$ cat src/design/psf_pkg.sv
// Package for the packet source filter with flow statistics.
// Holds the classifier constants, register indexes, flow entry type and state type.
// Used by the filter, its flow memory and the bench; depends on nothing.
package psf_pkg;

  localparam int unsigned DEPTH_DEFAULT = 16;

  localparam int unsigned REG_IDX_W = 2;
  localparam logic [REG_IDX_W-1:0] REG_ALLOWED_IP_0 = 2'd0;
  localparam logic [REG_IDX_W-1:0] REG_ALLOWED_IP_1 = 2'd1;
  localparam logic [REG_IDX_W-1:0] REG_ALLOWED_IP_2 = 2'd2;
  localparam logic [REG_IDX_W-1:0] REG_ALLOWED_IP_3 = 2'd3;

  localparam logic [31:0] ALLOWED_IP_0_RESET = 32'h0808_0808;
  localparam logic [31:0] ALLOWED_IP_1_RESET = 32'h0808_0404;
  localparam logic [31:0] ALLOWED_IP_2_RESET = 32'h0101_0101;
  localparam logic [31:0] ALLOWED_IP_3_RESET = 32'h0100_0001;

  localparam logic [7:0] PROTO_UDP = 8'd17;
  localparam logic [7:0] PROTO_TCP = 8'd6;
  localparam logic [15:0] MIN_LEN_UDP = 16'd28;
  localparam logic [15:0] MIN_LEN_TCP = 16'd40;
  localparam logic [15:0] PORT_HTTPS = 16'd443;
  localparam logic [15:0] PORT_ALT = 16'd8080;
  localparam logic [15:0] PORT_ALT_HTTPS = 16'd8443;

  typedef struct packed {
    logic [31:0] addr;
    logic [15:0] port;
    logic [31:0] count;
    logic [47:0] lat_sum;
  } flow_entry_t;

  typedef enum logic [2:0] {
    ST_IDLE,
    ST_CLASS,
    ST_MUL,
    ST_ADD,
    ST_SEARCH,
    ST_UPDATE,
    ST_EMIT
  } state_t;

endpackage

$ cat src/design/psf_flow_mem.sv
// Learned flow table: entry memory with registered read and one write port,
// plus valid bits in flops that reset clears. Depends on psf_pkg.
module psf_flow_mem #(
  parameter int unsigned FLOW_DEPTH = psf_pkg::DEPTH_DEFAULT,
  localparam int unsigned IW = (FLOW_DEPTH > 1) ? $clog2(FLOW_DEPTH) : 1
) (
  input  logic                 clk,
  input  logic                 rst,
  input  logic [IW-1:0]        rd_addr,
  output psf_pkg::flow_entry_t rd_data,
  output logic                 rd_valid,
  input  logic                 wr_en,
  input  logic [IW-1:0]        wr_addr,
  input  psf_pkg::flow_entry_t wr_data
);

  psf_pkg::flow_entry_t entries [FLOW_DEPTH];
  logic [FLOW_DEPTH-1:0] valid;

  always_ff @(posedge clk) begin
    if (wr_en) begin
      entries[wr_addr] <= wr_data;
    end
    rd_data <= entries[rd_addr];
  end

  always_ff @(posedge clk) begin
    if (rst) begin
      valid    <= '0;
      rd_valid <= 1'b0;
    end else begin
      if (wr_en) begin
        valid[wr_addr] <= 1'b1;
      end
      rd_valid <= valid[rd_addr];
    end
  end

endmodule

$ cat config.mk
export PLATFORM = sky130hd
export DESIGN_NAME = psf_flow_mem
export DESIGN_NICKNAME = d
export VERILOG_FILES = /design/src/design/psf_pkg.sv /design/src/design/psf_flow_mem.sv
export SDC_FILE = /design/constraint.sdc
export NUM_CORES = 2
export LEC_CHECK = 0
export ABC_AREA = 0
export ABC_CLOCK_PERIOD_IN_PS = 13800
export BUFFER_PORTS_ARGS = -buffer_cell sky130_fd_sc_hd__clkbuf_2
export CORE_MARGIN = 5
export CORE_UTILIZATION = 35
export CTS_CLUSTER_DIAMETER = 30
export CTS_CLUSTER_SIZE = 40
export DETAILED_ROUTE_END_ITERATION = 7
export GPL_TIMING_DRIVEN = 0
export HOLD_SLACK_MARGIN = 0.05
export SYNTH_ARGS = -nofsm -noshare
export SYNTH_HDL_FRONTEND = slang
export SYNTH_SLANG_ARGS = --single-unit
$ cat constraint.sdc
create_clock -name clk -period 13.8 [get_ports clk]
set_input_delay 2.76 -clock clk [delete_from_list [all_inputs] [get_ports clk]]
set_output_delay 2.76 -clock clk [all_outputs]
set_load 0.01 [all_outputs]
After elaboration in Yosys (flattened, before gate mapping)
Memory sizes are Yosys's and may differ from the RTL's. A register that Yosys moved wholly into a read port is not among the register bits.
Index checks and enable logic that the tools add are counted.
{"block": "totals", "n_memories": 1, "regBits": 17, "ramBits": 2048}
{"block": "classes", "order_cmp": 3, "bitwise_logic": 1, "n_mux": 6, "n_reduce_logical": 1}
{"name": "entries", "depth": 16, "width": 128, "rd": 1, "rd_clocked_by_memory_dff": 1, "wr": 1, "line_no": "psf_flow_mem.sv:17", "text": "psf_pkg::flow_entry_t entries [FLOW_DEPTH];"}
{"op": "16-bit OR", "count": 1}
{"op": "4-bit by 5-bit < comparator with 1-bit output, second input constant", "count": 2}
{"op": "1-bit binary-select mux with 4-bit select", "count": 1}
{"op": "1-bit demux with 4-bit select", "count": 1}
{"op": "4-bit by 1-bit >= comparator with 1-bit output, second input constant", "count": 1}
{"op": "1-bit 2-to-1 mux", "count": 4}
{"op": "1-bit logical AND", "count": 1}

Depth between registers and ports, before layout
{"block": "depth", "word_depth": 5, "ltp_mapped": 8}

Worst setup path after synthesis
OpenSTA, ideal clock, no wires.
{"block": "synth_path", "kind": "input port to flip-flop", "from": "in wr_addr[0]", "to": "mem entries[0][0] (netlist name), enable pin", "path_stages": 2, "arrival_time_ps": 11964, "setup_ps": 776, "slack_ps": 1060, "required_ps": 13024, "cell_sequence": "or3b_2 -> nor3_1"}
{"element": "from (decl)", "line_no": "psf_flow_mem.sv:13", "text": "input logic [IW-1:0] wr_addr,"}
{"element": "to (decl)", "line_no": "psf_flow_mem.sv:17"}
No word-level cell before the write port.

Worst setup path after layout
{"block": "layout_path", "from": "in wr_addr[0]", "to": "mem entries[0][12] (netlist name), enable pin"}
No word-level cell before the write port.

==> results.md <==
- Total GRT Usage: about 17%
- Final hold slack: ~0.47 ns
- Area post-placement: 87410 um^2
- Top cell type's share of synthesized area: between 70% and 80%
- Detailed-route wire length: approximately 200000 um
- Worst r2r path cells: 3
- Tcrit/Tclk final: about a third
- Die footprint: around 240000 um^2
- Clock sink count: about 2200
- HP Class: reg -> reg
- Layout cells sized above 1: about 39%
- # H-tree levels: 5
- Synth area leader: edfxtp_1
- Finished Layout Cells: roughly 7500
- Initial antenna violation count: between 60 and 70
- Vias in the first global route: 40716
- CTS max path bufs: 4
- CP arrival: ~5.4 ns
- Placed Cells incl. Taps: 6768
- Filler cells: between 15000 and 20000
- Post-CTS setup buffer count: 0
- Final setup fails: 0
- Leakage power: between 30 and 40 nW
- DR iter-0 viols: between 3000 and 4000
- XOR/XNOR Fraction of Synth Area: 0%
- WP data required: 14.44 ns
- Compound-cell area share of the yosys netlist: 2.518%
- Die W: about 500 um
- PD cells: ~180 nW/um^2
- Hold depth: 2
- Top cells by area, synth: edfxtp_1 77%, mux4_2 15%, dfxtp_1 3.6%
- Synthesized area per cell: 23.83 um^2
- Yosys warnings: 0
- Drt wl/cell: 27.34 um
- Dominant synthesized flop cell: edfxtp_1
- DP Worst Slack: 8.052 ns
- Register area share after synthesis: about four fifths
- DRT antenna net count: 0
- Worst skew pair latency: 0.94 ns
- CTS tree: yes
- Net count, final: 4310
- Post-CTS Hold Fix Bufs: 0
- Worst VDD drop: between 0.0001 and 0.00015 V
- Area grow syn2layout: 27.52%
- Input/output buffers: 262
- Ports: 268
- Adder and majority gate portion of the synthesized area: 0%
- HPWL after detailed placement: approximately 130000 um
- DRC Markers: 0
- Slew @ Worst Pin: between 1 and 1.5 ns
- Period minus WS final: roughly 4.8 ns
- Post-synth EDFFs: 2048
- Placeable Area: 227100 um^2
- Peak Freq: 208.5 MHz
- Critical Path Source Type: primary input
- Reg2reg start: entries[11][80]$_DFFE_PP_
- Rows: roughly 180
- Post-synth top cells: 2048 x edfxtp_1, 514 x mux4_2, 192 x a22oi_1, 145 x dfxtp_1, 115 x nand2_1
- Count leader, synth: edfxtp_1
- Largest net degree at the start of global routing: 25
- Starting Density: between 30% and 40%
- First-pass DRT Iterations: 6
- Crit Path Category: in -> reg
- First-pass GRT wire length: around 300000 um
- Num CTS Buffers: approximately 400
- Worst slew margin: approximately a fifth
- Hold Violations, Final: 0
- Final setup margin: 9.005 ns
- Netlist cell types: 26
- Die H: between 400 and 500 um
- Synth Area in Simple Gates: 0.9503%
- Synth Cell Area: between 70000 and 80000 um^2
- Core Util, Final: about 45%
- Setup Skew: 0.06420 ns
- Post-cts sizing count: 0
- Max Slew Vio Count: 0
- Global placer's final weighted congestion: ~0.7
- Avg Vias per Cell: 5.123
- Post-Synthesis Cells: ~3300
- Mux share of post-synthesis cell area: between 10% and 20%
- Main combinational cell family by area after synthesis: multiplexers
- Async SR Flop Fraction: 0%
- Seq cells post-synth: 2193
- Setup crit start: wr_addr[0]
- Status: completed
- HP Start: valid[6]$_SDFFE_PP0P_
- RSZ-0062 raised after global routing: no
- Routed vias: about 39000
- Syn nets: ~3500
- Maxcap violations: 0
- Critical Path Sink Type: register
- Fin area: about 100000 um^2
- Clk slew on worst S/H paths: roughly 0.05 ns
- Gr ovfl total: 0
- CTS Root Buffer Type: clkbuf_16
- Crit Path Max Fanout: 9
cells by family (layout without fill, tap and decap cells):
family	count (synthesis)	count (layout)
DFF	2193	2193
muxes	532	532
AOI/OAI and AO/OA	259	259
and+or+nand+nor	189	189
buffers and inverters	175	1328
other	0	30
registers in the layout, indices dropped and copies added, names as in the netlist:
register	cells
rd_valid	1
rd_data	128
valid	16
entries	2048
layer usage:
metal | wire, um | up-vias | share of wire [%] | track usage (%)
li1 | - | 16171 | - | -
met1 | 81710 | 20498 | 40 | 21.92
met2 | 102600 | 1558 | 50 | 28.51
met3 | 15620 | 372 | 7.6 | 4.637
met4 | 6035 | 32 | 2.9 | 6.345
met5 | 201 | - | 0.097 | 0
through the flow:
| step | TNS, ns | power [mW] |
|---|---|---|
| 6_report | 0 | 18.46 |
| 5_1_grt | 0 | 19.01 |
| 2_1_floorplan | 0 | 8.010 |
| 3_3_place_gp | -9296.10 | 8.376 |
| 4_1_cts | 0 | 18.62 |
| 3_5_place_dp | 0 | 8.381 |
area by class of cell:
cell class | instances | area (um^2) | area share (%)
plain buffers | 174 | 862.1 | 0.8473
clock inverters | 285 | 3637 | 3.575
clock buffers | 457 | 10630 | 10.44
inverters | 1 | 3.754 | 0.003689
diodes | 30 | 75.07 | 0.07378
well taps | 3009 | 3765 | 3.700
repair buffers | 411 | 3741 | 3.677
flip-flops and latches | 2193 | 64400 | 63.29
multi-input cells | 980 | 14640 | 14.39
final timing paths:
path | to | slack [ns]
worst max register to register | rd_data[80]$_DFF_P_ | 12.30
worst min register to register | valid[6]$_SDFFE_PP0P_ | 0.47
worst max-delay path | entries[0][12]$_DFFE_PP_ | 9.00
worst min-delay path | valid[6]$_SDFFE_PP0P_ | 0.47
report_power, final:
part | leakage (nW) | switching (mW) | internal, mW
sequential | 19.7 | 0.0565 | 7.45
clock | 6.90 | 3.34 | 6.88
combinational | 7.15 | 0.446 | 0.284
total | 33.8 | 3.84 | 14.6
placed cells by master (no fill, tap or decap), drive strengths merged, types with 2 or more instances in the layout:
master | synthesis | layout
or2 | 2 | 2
clkinv | 0 | 130
a21oi | 15 | 15
o22ai | 24 | 24
clkinvlp | 0 | 38
inv | 1 | 47
mux2i | 18 | 18
nor2b | 2 | 2
buf | 110 | 259
nor2 | 54 | 54
dfxtp | 145 | 145
and2 | 2 | 2
nor3 | 4 | 4
o2111ai | 2 | 2
nand3b | 3 | 3
diode | 0 | 30
nand2b | 4 | 4
bufinv | 0 | 71
mux4 | 514 | 514
clkbuf | 64 | 783
edfxtp | 2048 | 2048
nand3 | 2 | 2
a22oi | 218 | 218
nand2 | 115 | 115
critical path, stage by stage:
cell,delay [ns]
clkbuf_2,0.11
or3b_2,0.59
nor3_2,0.67
buf_6,0.27
buf_6,0.18
buf_4,0.23
buf_6,0.19
buf_6,0.19
buf_6,0.19
Power figures use the tool's default switching activity.
